--- config.mk ---
export PLATFORM = sky130hd
export DESIGN_NAME = uvc_pingpong_frame_packetizer
export DESIGN_NICKNAME = d
export VERILOG_FILES = /design/src/rtl/upfp_pkg.sv /design/src/rtl/upfp_front.sv /design/src/rtl/upfp_queue.sv /design/src/rtl/upfp_back.sv /design/src/rtl/uvc_pingpong_frame_packetizer.sv
export SDC_FILE = /design/constraint.sdc
export NUM_CORES = 1
export LEC_CHECK = 0
export BUFFER_PORTS_ARGS = -buffer_cell sky130_fd_sc_hd__buf_2
export CORE_ASPECT_RATIO = 2
export CORE_MARGIN = 1.5
export CORE_UTILIZATION = 54
export CTS_CLUSTER_DIAMETER = 80
export DETAILED_ROUTE_END_ITERATION = 7
export GPL_ROUTABILITY_DRIVEN = 0
export HOLD_SLACK_MARGIN = 0.06
export PLACE_DENSITY = 0.77
export SYNTH_ARGS = -nofsm -noshare
export SYNTH_HDL_FRONTEND = slang
export SYNTH_SLANG_ARGS = --single-unit
--- constraint.sdc ---
create_clock -name clock -period 4.05 [get_ports clock]
set_input_delay 0.6075 -clock clock [delete_from_list [all_inputs] [get_ports clock]]
set_output_delay 0.6075 -clock clock [all_outputs]
set_load 0.02 [all_outputs]
--- src/rtl/upfp_pkg.sv ---
// upfp_pkg: types and constants shared by the ping-pong frame packetizer
// used by upfp_front, upfp_queue, upfp_back and the top level
// no dependencies
`default_nettype none

package upfp_pkg;

   localparam int unsigned SIZE_W = 20;
   localparam int unsigned LEN_W  = 10;

   // frame sizes above this are stored as this
   localparam logic [SIZE_W:0] MAX_FRAME_BYTES = 21'd524288;

   localparam logic [LEN_W-1:0] PACKET_BYTES_RESET = 10'd1023;
   localparam logic [LEN_W-1:0] MIN_PACKET_BYTES   = 10'd3;
   localparam logic [LEN_W-1:0] HDR_BYTES          = 10'd2;

   // header flag bit positions
   localparam int unsigned FLAG_FID = 0;
   localparam int unsigned FLAG_EOF = 1;

   localparam logic [1:0] PREFILL_DONE = 2'd2;

   typedef enum logic {
      KIND_FRAME_DONE = 1'b0,
      KIND_PACKET_REQ = 1'b1
   } kind_type;

   typedef struct packed {
      kind_type          kind;
      logic [SIZE_W-1:0] size;
   } item_type;

   typedef struct packed {
      logic              endpoint_half;
      logic              buffer_sel;
      logic [SIZE_W-1:0] frame_offset;
      logic [LEN_W-1:0]  payload_len;
      logic [1:0]        header_flags;
      logic              packet_valid;
      logic              frame_accepted;
   } rsp_type;

endpackage

`default_nettype wire

--- src/rtl/upfp_front.sv ---
// upfp_front: classifies an incoming word and clamps the frame size
// depends on upfp_pkg
`default_nettype none

module upfp_front
   import upfp_pkg::*;
(
   input  wire logic              req_kind,
   input  wire logic [SIZE_W-1:0] req_frame_bytes,
   output item_type               item
);

   logic [SIZE_W-1:0] clamped;

   always_comb begin
      if ({1'b0, req_frame_bytes} > MAX_FRAME_BYTES) begin
         clamped = MAX_FRAME_BYTES[SIZE_W-1:0];
      end else begin
         clamped = req_frame_bytes;
      end
      item.kind = kind_type'(req_kind);
      // size only matters for frame-done words
      item.size = (req_kind == KIND_FRAME_DONE) ? clamped : '0;
   end

endmodule

`default_nettype wire

--- src/rtl/upfp_queue.sv ---
// upfp_queue: small first-in first-out queue between front and back
// depends on upfp_pkg
`default_nettype none

module upfp_queue
   import upfp_pkg::*;
#(
   parameter int unsigned DEPTH = 2
) (
   input  wire logic     clock,
   input  wire logic     reset,
   input  wire logic     push,
   input  wire item_type push_item,
   output logic          full,
   input  wire logic     pop,
   output logic          not_empty,
   output item_type      head_item
);

   localparam int unsigned PTR_W = (DEPTH > 1) ? $clog2(DEPTH) : 1;
   localparam int unsigned CNT_W = $clog2(DEPTH + 1);
   localparam logic [PTR_W-1:0] LAST_PTR = PTR_W'(DEPTH - 1);
   localparam logic [CNT_W-1:0] DEPTH_CNT = CNT_W'(DEPTH);

   item_type         entry_ff [DEPTH];
   logic [PTR_W-1:0] wr_ptr_ff, wr_ptr_in;
   logic [PTR_W-1:0] rd_ptr_ff, rd_ptr_in;
   logic [CNT_W-1:0] count_ff, count_in;

   assign full      = (count_ff == DEPTH_CNT);
   assign not_empty = (count_ff != '0);
   assign head_item = entry_ff[rd_ptr_ff];

   always_comb begin
      wr_ptr_in = wr_ptr_ff;
      rd_ptr_in = rd_ptr_ff;
      count_in  = count_ff;
      if (push) begin
         wr_ptr_in = (wr_ptr_ff == LAST_PTR) ? '0 : wr_ptr_ff + 1'b1;
      end
      if (pop) begin
         rd_ptr_in = (rd_ptr_ff == LAST_PTR) ? '0 : rd_ptr_ff + 1'b1;
      end
      if (push && !pop) begin
         count_in = count_ff + 1'b1;
      end else if (pop && !push) begin
         count_in = count_ff - 1'b1;
      end
   end

   always_ff @(posedge clock) begin
      if (reset) begin
         wr_ptr_ff <= '0;
         rd_ptr_ff <= '0;
         count_ff  <= '0;
      end else begin
         wr_ptr_ff <= wr_ptr_in;
         rd_ptr_ff <= rd_ptr_in;
         count_ff  <= count_in;
      end
   end

   always_ff @(posedge clock) begin
      if (push) begin
         entry_ff[wr_ptr_ff] <= push_item;
      end
   end

endmodule

`default_nettype wire

--- src/rtl/upfp_back.sv ---
// upfp_back: buffer bookkeeping, packet cutting and the result register
// depends on upfp_pkg
`default_nettype none

module upfp_back
   import upfp_pkg::*;
(
   input  wire logic             clock,
   input  wire logic             reset,
   input  wire logic             csr_valid,
   input  wire logic [LEN_W-1:0] csr_wdata,
   input  wire logic             q_not_empty,
   input  wire item_type         q_item,
   output logic                  q_pop,
   output logic                  rsp_valid,
   input  wire logic             rsp_ready,
   output rsp_type               rsp
);

   logic [LEN_W-1:0]  cap_ff, cap_in;
   logic              rb_ff, rb_in;
   logic              wb_ff, wb_in;
   logic [SIZE_W-1:0] stored_ff [2];
   logic [SIZE_W-1:0] stored_in [2];
   logic [SIZE_W-1:0] sent_ff, sent_in;
   logic [1:0]        flag_ff, flag_in;
   logic              half_ff, half_in;
   logic [1:0]        prefill_ff, prefill_in;
   logic              rsp_valid_ff, rsp_valid_in;
   rsp_type           rsp_ff;
   rsp_type           result;

   logic              fire;
   logic [SIZE_W-1:0] cur_size;
   logic [1:0]        flag_cur;
   logic [SIZE_W:0]   span;
   logic              frame_end;
   logic [SIZE_W-1:0] remain;
   logic [LEN_W-1:0]  len;

   assign fire      = q_not_empty && (!rsp_valid_ff || rsp_ready);
   assign q_pop     = fire;
   assign rsp_valid = rsp_valid_ff;
   assign rsp       = rsp_ff;

   always_comb begin
      cap_in = cap_ff;
      if (csr_valid) begin
         cap_in = (csr_wdata < MIN_PACKET_BYTES) ? (MIN_PACKET_BYTES - HDR_BYTES)
                                                 : (csr_wdata - HDR_BYTES);
      end
   end

   always_comb begin
      rb_in        = rb_ff;
      wb_in        = wb_ff;
      stored_in[0] = stored_ff[0];
      stored_in[1] = stored_ff[1];
      sent_in      = sent_ff;
      flag_in      = flag_ff;
      half_in      = half_ff;
      prefill_in   = prefill_ff;
      result       = '0;

      cur_size  = stored_ff[rb_ff];
      // a new frame starts when nothing of it has gone out yet
      flag_cur  = (sent_ff == '0) ? {1'b0, ~flag_ff[FLAG_FID]} : flag_ff;
      span      = {1'b0, sent_ff} + {{(SIZE_W + 1 - LEN_W){1'b0}}, cap_ff};
      frame_end = (span >= {1'b0, cur_size});
      remain    = cur_size - sent_ff;
      if (sent_ff >= cur_size) begin
         len = '0;
      end else if (frame_end) begin
         len = remain[LEN_W-1:0];
      end else begin
         len = cap_ff;
      end

      case (q_item.kind)
         KIND_FRAME_DONE: begin
            if (prefill_ff != PREFILL_DONE) begin
               stored_in[prefill_ff[0]] = q_item.size;
               wb_in                    = prefill_ff[0];
               prefill_in               = prefill_ff + 2'd1;
               result.frame_accepted    = 1'b1;
            end else if (rb_ff == wb_ff) begin
               wb_in                 = ~wb_ff;
               stored_in[~wb_ff]     = q_item.size;
               result.frame_accepted = 1'b1;
            end
         end
         KIND_PACKET_REQ: begin
            if (cur_size != '0) begin
               flag_in = flag_cur;
               if (frame_end) begin
                  flag_in[FLAG_EOF] = 1'b1;
               end
               result.packet_valid  = 1'b1;
               result.header_flags  = flag_in;
               result.payload_len   = len;
               result.frame_offset  = sent_ff;
               result.buffer_sel    = rb_ff;
               result.endpoint_half = ~half_ff;
               half_in              = ~half_ff;
               if (frame_end) begin
                  sent_in = '0;
                  // move on only to a newer frame that holds data
                  if ((rb_ff != wb_ff) && (stored_ff[wb_ff] != '0)) begin
                     rb_in = wb_ff;
                  end
               end else begin
                  sent_in = span[SIZE_W-1:0];
               end
            end
         end
         default: begin
         end
      endcase

      rsp_valid_in = rsp_valid_ff;
      if (fire) begin
         rsp_valid_in = 1'b1;
      end else if (rsp_ready) begin
         rsp_valid_in = 1'b0;
      end
   end

   always_ff @(posedge clock) begin
      if (reset) begin
         cap_ff       <= PACKET_BYTES_RESET - HDR_BYTES;
         rb_ff        <= 1'b0;
         wb_ff        <= 1'b0;
         stored_ff[0] <= '0;
         stored_ff[1] <= '0;
         sent_ff      <= '0;
         flag_ff      <= '0;
         half_ff      <= 1'b0;
         prefill_ff   <= '0;
         rsp_valid_ff <= 1'b0;
      end else begin
         cap_ff       <= cap_in;
         rsp_valid_ff <= rsp_valid_in;
         if (fire) begin
            rb_ff        <= rb_in;
            wb_ff        <= wb_in;
            stored_ff[0] <= stored_in[0];
            stored_ff[1] <= stored_in[1];
            sent_ff      <= sent_in;
            flag_ff      <= flag_in;
            half_ff      <= half_in;
            prefill_ff   <= prefill_in;
         end
      end
   end

   always_ff @(posedge clock) begin
      if (fire) begin
         rsp_ff <= result;
      end
   end

endmodule

`default_nettype wire

--- src/rtl/uvc_pingpong_frame_packetizer.sv ---
// uvc_pingpong_frame_packetizer: top level, front classifier, queue and back end
// depends on upfp_pkg, upfp_front, upfp_queue, upfp_back
`default_nettype none

// Takes one word per cycle while the queue is not full and gives one result word per
// input word, in order. A word is either a frame-done report (tuser 0, frame size in
// tdata) or a packet request (tuser 1). The front clamps the size and pushes the word
// into a queue of QUEUE_DEPTH entries; the back end updates the ping-pong buffer state
// and loads the result register, one word per cycle unless the result port stalls. A
// result passes through a queue entry and the result register; the queue absorbs short
// stalls on the result side. The packet size register is written through the csr
// port, which is always ready, and must only be written while no word is in flight.

module uvc_pingpong_frame_packetizer
   import upfp_pkg::*;
#(
   parameter int unsigned QUEUE_DEPTH = 2
) (
   input  wire logic        clock,
   input  wire logic        reset,
   // tdata: frame_bytes[19:0], zero pad[23:20]
   input  wire logic [23:0] req_tdata,
   // tuser: kind[0]
   input  wire logic        req_tuser,
   input  wire logic        req_tvalid,
   output logic             req_tready,
   // tdata: header_flags[1:0], payload_len[11:2], frame_offset[31:12],
   //        buffer_sel[32], endpoint_half[33], zero pad[39:34]
   output logic [39:0]      rsp_tdata,
   // tuser: frame_accepted[0], packet_valid[1]
   output logic [1:0]       rsp_tuser,
   output logic             rsp_tvalid,
   input  wire logic        rsp_tready,
   input  wire logic        csr_valid,
   output logic             csr_ready,
   input  wire logic [9:0]  csr_wdata
);

   item_type front_item;
   item_type head_item;
   logic     q_full;
   logic     q_not_empty;
   logic     q_pop;
   logic     push;
   rsp_type  rsp;

   assign req_tready = !q_full;
   assign push       = req_tvalid && !q_full;
   assign csr_ready  = 1'b1;

   upfp_front u_front (
      .req_kind        (req_tuser),
      .req_frame_bytes (req_tdata[SIZE_W-1:0]),
      .item            (front_item)
   );

   upfp_queue #(
      .DEPTH (QUEUE_DEPTH)
   ) u_queue (
      .clock     (clock),
      .reset     (reset),
      .push      (push),
      .push_item (front_item),
      .full      (q_full),
      .pop       (q_pop),
      .not_empty (q_not_empty),
      .head_item (head_item)
   );

   upfp_back u_back (
      .clock       (clock),
      .reset       (reset),
      .csr_valid   (csr_valid),
      .csr_wdata   (csr_wdata),
      .q_not_empty (q_not_empty),
      .q_item      (head_item),
      .q_pop       (q_pop),
      .rsp_valid   (rsp_tvalid),
      .rsp_ready   (rsp_tready),
      .rsp         (rsp)
   );

   assign rsp_tuser = {rsp.packet_valid, rsp.frame_accepted};
   assign rsp_tdata = {6'b0, rsp.endpoint_half, rsp.buffer_sel, rsp.frame_offset,
                       rsp.payload_len, rsp.header_flags};

endmodule

`default_nettype wire
; Word-level counts from Yosys, hierarchy flattened
; Memory sizes are Yosys's and may differ from the RTL's. A register that Yosys moved wholly into a read port is not among the register bits.
; Cells that the tools add are included.
[word_totals]
regBits = 78
ram_bits = 82
input_bits = 40
output_inout_bits = 45
elab_cells = 116
mem_count = 2
[classes]
add_sub_neg = 8
n_lt_le_gt_ge = 8
n_eq_ne = 4
n_mux = 42
n_bitwise = 9
n_reduce_logical = 25
[mem_list]
columns = memory, words, word_bits, rd, rd_clocked_by_memory_dff, write_ports, line_no
row1 = u_queue.entry_ff, 2, 21, 1, 1, 1, upfp_queue.sv:25  ; item_type entry_ff [DEPTH];
row2 = u_back.stored_ff, 2, 20, 4, 2, 2, upfp_back.sv:23  ; logic [SIZE_W-1:0] stored_ff [2];
[op_table]
columns = operator, count
row1 = $mux 20, 7
row2 = $mux 40, 3
row3 = $bwmux 40, 2
row4 = $demux 20 s1, 2
row5 = $reduce_bool 20->1, 2
row6 = $mux 1, 23
row7 = $add 20x10->21, 1
row8 = $ge 21x20->1, 1
row9 = $ge 20x20->1, 1
row10 = $gt 20x20->1 const B, 1
row11 = $logic_not 20->1, 1
row12 = $mux 10, 2
row13 = $lt 10x2->1 const B, 1
row14 = $sub 10x10->10, 1
row15 = $sub 10x2->10 const B, 1
row16 = $reduce_and 3->1, 3
row17 = $reduce_bool 2->1, 4
row18 = $logic_and 1x1->1, 7
row19 = $mux 2, 3
row20 = $not 1->1, 5
row21 = $reduce_and 5->1, 1
row22 = $add 2x1->2 const B, 2
row23 = $ge 2x2->1 const B, 2
row24 = $logic_not 1->1, 4
row25 = 12 further kinds, 16

; Logic depth before layout (Yosys ltp)
[logic_depth]
ltp_word = 11
depth_mapped = 18

; By module
; Synthesis repeated with hierarchy kept, for this count alone.
[hier_totals]
hier_cells = 905
hier_area_um2 = 9307.7
[modules_own_cells]
columns = module, n_inst, cells_each, area_each_um2
row1 = upfp_back, 1, 782, 7213.2
row2 = upfp_queue, 1, 87, 1717.9
row3 = upfp_front, 1, 25, 306.5
row4 = uvc_pingpong_frame_packetizer, 1, 11, 70.1

; Worst setup path before layout
; OpenSTA, ideal clock, no wires.
[synth_path]
path_type = register -> register
start = register u_back.sent_ff[0]
end = register u_back.rsp_ff (netlist bit u_back.rsp[10]), data pin
arrival_time_ps = 4008
required_ps = 3793
path_slack_ps = -215
path_stages_with_launch = 18
path_buffers = 2
cell_sequence = dfxtp_1 ha_1 fa_1 a211oi_2 o21ai_1 a31o_1 a21oi_1 xnor2_1 ha_1 nand4_1 or2_1 or4_4 a31oi_4 a311oi_2 buf_6 buf_2 mux2i_1 nor2_1
[synth_via]
elab_chain_cells = 3
elab_cells_between_ends = 6
cone_classes = 2 x add/sub / 2 x order compare / 1 x mux / 1 x reduce/logical
[synth_lines]
columns = item, line_no
row1 = from (decl), upfp_back.sv:25  ; logic [SIZE_W-1:0] sent_ff, sent_in;
row2 = from (signal assigned), upfp_back.sv:148  ; sent_ff <= sent_in;
row3 = $add 20x10->21, upfp_back.sv:68  ; span = {1'b0, sent_ff} + {{(SIZE_W + 1 - LEN_W){1'b0}}, cap_ff};
row4 = $ge 21x20->1, upfp_back.sv:69  ; frame_end = (span >= {1'b0, cur_size});
row5 = $mux 10, upfp_back.sv:73  ; end else if (frame_end) begin
row6 = to (signal assigned), upfp_back.sv:158  ; rsp_ff <= result;
row7 = to (decl), upfp_back.sv:30  ; rsp_type rsp_ff;
; Parallel ways exist; a longest one is shown, timed or not.
; A chain may end at the register's enable or synchronous reset.

; Worst setup path after layout
[layout_path]
start = register u_back.cap_ff[0]
end = register u_back.rb_ff
[layout_via]
elab_chain_cells = 3
[layout_lines]
columns = item, line_no
row1 = from (decl), upfp_back.sv:20  ; logic [LEN_W-1:0] cap_ff, cap_in;
row2 = from (signal assigned), upfp_back.sv:130  ; cap_ff <= PACKET_BYTES_RESET - HDR_BYTES;
row3 = from (signal assigned), upfp_back.sv:141  ; cap_ff <= cap_in;
row4 = $add 20x10->21, upfp_back.sv:68
row5 = $ge 21x20->1, upfp_back.sv:69
row6 = $reduce_and 5->1 (no line), -
row7 = to (signal assigned), upfp_back.sv:144  ; rb_ff <= rb_in;
row8 = to (decl), upfp_back.sv:21  ; logic rb_ff, rb_in;
; No other way between the ends.

==> flow_summary_export.csv <==
group,metric,value,unit
run_status,run_status,"finished with violations",
run_status,failed_checks,"negative setup slack",
sta,whs,439,ps
critical_path,rr_worst_depth,18,
sta,worstMarginPinSlew,1060,ps
routing,routed_wl,22.9,mm
cells_and_area,final_layout_size_suffix_gt1_share,22.8,%
placement,dp_hpwl,16.8,mm
grt,use_met2,51.7,%
cts,clk_pin_slew_worst_paths,70,ps
floorplanning,ios,85,
critical_path,crit_cells,18,
critical_path,cp_common_cell,"buf_6",
cts,cts_tree,"built",
yosys,netlist_area,8920,sq um
routing,drt_iter0_drc,313,
worst_hold_path,min_path_type,"input port to flip-flop",
yosys,synth_edf_count,118,
grt,track_usage,27.8,%
sta,fin_crit_sh,105,%
critical_path,crit_slowest_cell,"or4_4",
critical_path,required,4410,ps
critical_path,crit_chain,"ha_4, fa_2, a211oi_4, o21ai_2, a31o_1, buf_6, a21oi_4, buf_6, xnor2_2, ha_1, nand4_1, or2_1, or4_4, a31oi_4, a311oi_4, buf_6, or3_1, a21oi_2",
critical_path,r2r_start,"u_back.cap_ff[0]$_SDFFE_PP1P_",
job,maxCapViolCount,0,
yosys,ys_async_sr_fraction,0,%
floorplanning,start_util,55.1,%
cts,cts_sinks,163,
floorplanning,dieWidth,93.9,microns
grt,use_met3,4.84,%
grt,grt_pass1_vias,7370,
yosys,ys_seq_area_share,49.8,%
cells_and_area,n_antenna_cell,0,
routing,drc_errors,0,
pwr,p_leak,4.44,nW
cts,ctsRootBufferMaster,"clkbuf_16",
routing,wl_per_cell,19.5,microns
sta,clock.fmax,236,MHz
critical_path,worstSetupPathType,"flip-flop to flip-flop",
grt,grt_max_degree,41,
floorplanning,rows,66,
routing,via_per_inst,6.10,
sta,setup_viol,29,
grt,overflow,0,
cts,clk_latency,440,ps
routing,drtPass1Iterations,5,
cells_and_area,fillCellCount,1275,
grt,busiest_layer,"met2",
yosys,yosysWarnings,0,
grt,grtUsageMet1,26.1,%
sta,fin_skew,12.1,ps
yosys,synth_cells,824,
placement,port_buffers,73,
floorplanning,core_area,16200,sq um
critical_path,arrival,4600,ps
critical_path,cp-startpoint,"u_back.cap_ff[0]$_SDFFE_PP1P_",
cts,cts_made_buffers,17,
yosys,synth_ff_type,"edfxtp_1",
critical_path,worstPathMaxFanout,14,
critical_path,endpoint,"u_back.rb_ff$_SDFFE_PP0P_",
yosys,synth_common_cells,"edfxtp_1 (118), nor2_1 (85), ha_1 (62)",
critical_path,r2r-end,"u_back.rb_ff$_SDFFE_PP0P_",
worst_hold_path,hold_path_startpoint,"req_tuser",
sta,hold_viol_final,0,
critical_path,critPathBufInv,3,
yosys,yosys.cell_types.count,62,
yosys,synth_area_leader_cell,"edfxtp_1",
sta,worst_slack,-191,ps
pwr,powerDensity,787,nW/um^2
grt,grt_pass1_wl,36.1,mm
floorplanning,dieArea,17300,sq um
cells_and_area,syn2layout_area_growth,20.8,%
routing,antenna_left,0,
yosys,synth.top_cell.area_share,39.7,%
critical_path,end_kind,"flip-flop",
pwr,ir_drop,0.443,mV
placement,pre_cts_ws,-219,ps
sta,slew_headroom,28.5,%
critical_path,rrSetupSlack,-190,ps
critical_path,cp-start-kind,"flip-flop",
grt,antenna_found_initial,0,
sta,rsz0062_at_grt,"yes",
cells_and_area,nets,1064,
sta,slew_viol_final,0,
cts,cts-htree-levels,4,
cts,holdBufCountCts,0,
sta,fin_crit,4240,ps
floorplanning,die_h,185,microns
critical_path,slowest_delay,500,ps
yosys,synth-seq-cells,163,
routing,vias,7174,
yosys,syn_area_per_cell,10.8,sq um
critical_path,critical_path.top_delay_family,"simple AND/OR/NAND/NOR gates",
cts,clockBufferDepth,2,
yosys,synth.area.top_cells,"edfxtp_1 (40%), dfxtp_1 (10%), ha_1 (8.7%)",
yosys,synth.most_common_cell,"edfxtp_1",
worst reg2reg max path, cell delays in order, from the launching register on:
cell	delay, ps
dfxtp_2	340
ha_4	160
fa_2	400
a211oi_4	260
o21ai_2	100
a31o_1	260
buf_6	130
a21oi_4	120
buf_6	150
xnor2_2	60
ha_1	290
nand4_1	130
or2_1	270
or4_4	500
a31oi_4	180
a311oi_4	70
buf_6	210
or3_1	390
a21oi_2	140
placed cells by master (no fill, tap or decap), types with 20 or more instances in the layout:
cell,instances
xor2_1,20
nor3_1,22
inv_1,30
buf_4,72
a21oi_1,36
ha_1,61
dfxtp_1,43
nor4_1,21
nand2_1,29
nor2_1,84
a211oi_1,43
o21ai_0,24
buf_2,73
mux2i_1,47
edfxtp_1,118
registers in the layout (all words and copies together), names as in the netlist, 2 cells and up, named ones only:
register / count
u_queue.entry_ff: 42
u_back.stored_ff: 40
u_back.rsp: 36
u_back.sent_ff: 20
u_back.cap_ff: 10
u_back.flag_ff: 2
u_back.prefill_ff: 2
u_queue.count_ff: 2
per-stage QoR:
stage | TNS, ps | utilization (%) | instances | power (mW) | instance area [sq um]
final | -2660 | 66.6 | 1177 | 8.48 | 10800
after global routing | -6650 | 66.6 | 1177 | 9.02 | 10800
after CTS | -1460 | 65.9 | 1175 | 8.31 | 10700
after detailed placement | -4100 | 61.5 | 1138 | 6.57 | 9950
after global placement | -1470 | 61.5 | 1138 | 6.45 | 9950
after floorplan | 0 | - | 829 | 5.23 | 8950
per-layer routing:
metal | wire (microns) | up-vias
li1 | - | 3348
met1 | 7510 | 3394
met2 | 12500 | 307
met3 | 1060 | 125
met4 | 1820 | 0
met5 | 0 | -
power breakdown:
part           switching (mW)  internal (mW)  total [mW]  leakage [nW]
Sequential              0.259           2.40        2.66          1.55
Clock                   0.713          0.928        1.64         0.289
Combinational            2.52           1.66        4.18          2.61
Total                    3.49           4.99        8.48          4.44
repair_timing:
item                                    CTS  global route
hold endpoints to repair                  0             0
resized for setup                        16            21
endpoints found under the setup margin   32            34
pin swaps                                 2             4
cloned                                    1             0
buffers inserted                          4             2
area by class of cell:
cell class                      count  area (sq um)  share of cell area [%]
Clock buffer                       18           429                    3.98
Clock inverter                     14           166                    1.54
Inverter                           32           120                    1.11
Multi-Input combinational cell    593          4330                    40.2
Sequential cell                   163          4450                    41.3
Tap cell                          204           255                    2.37
Timing Repair Buffer              153          1020                    9.48
kinds of logic (layout without fill, tap and decap cells):
family | count (synthesis) | count (layout) | share of synthesized area (%)
DFF | 163 | 163 | 49.8
xor gates and xnor gates | 38 | 38 | 3.73
and+or+nand+nor | 256 | 256 | 14.4
muxes | 50 | 50 | 5.65
AOI/OAI and AO/OA | 178 | 178 | 13.5
buffers and inverters | 73 | 217 | 3.59
other | 2 | 7 | 0.0842
adders and majority gates | 64 | 64 | 9.14
how the worst min path moves through the flow:
stage / end / depth (start not counted) / slack, ps
2_1_floorplan: u_back.flag_ff[1]$_SDFFE_PP0P_ / 2 / 450
3_3_place_gp: u_back.flag_ff[1]$_SDFFE_PP0P_ / 2 / 470
3_5_place_dp: u_back.rsp_valid$_SDFFE_PP0P_ / 2 / 490
4_1_cts: u_queue.entry_ff[0][20]$_DFFE_PP_ / 1 / 420
5_1_grt: u_queue.entry_ff[0][20]$_DFFE_PP_ / 1 / 420
6_report: u_queue.entry_ff[0][20]$_DFFE_PP_ / 1 / 440
(Power assumes the default switching activity.)
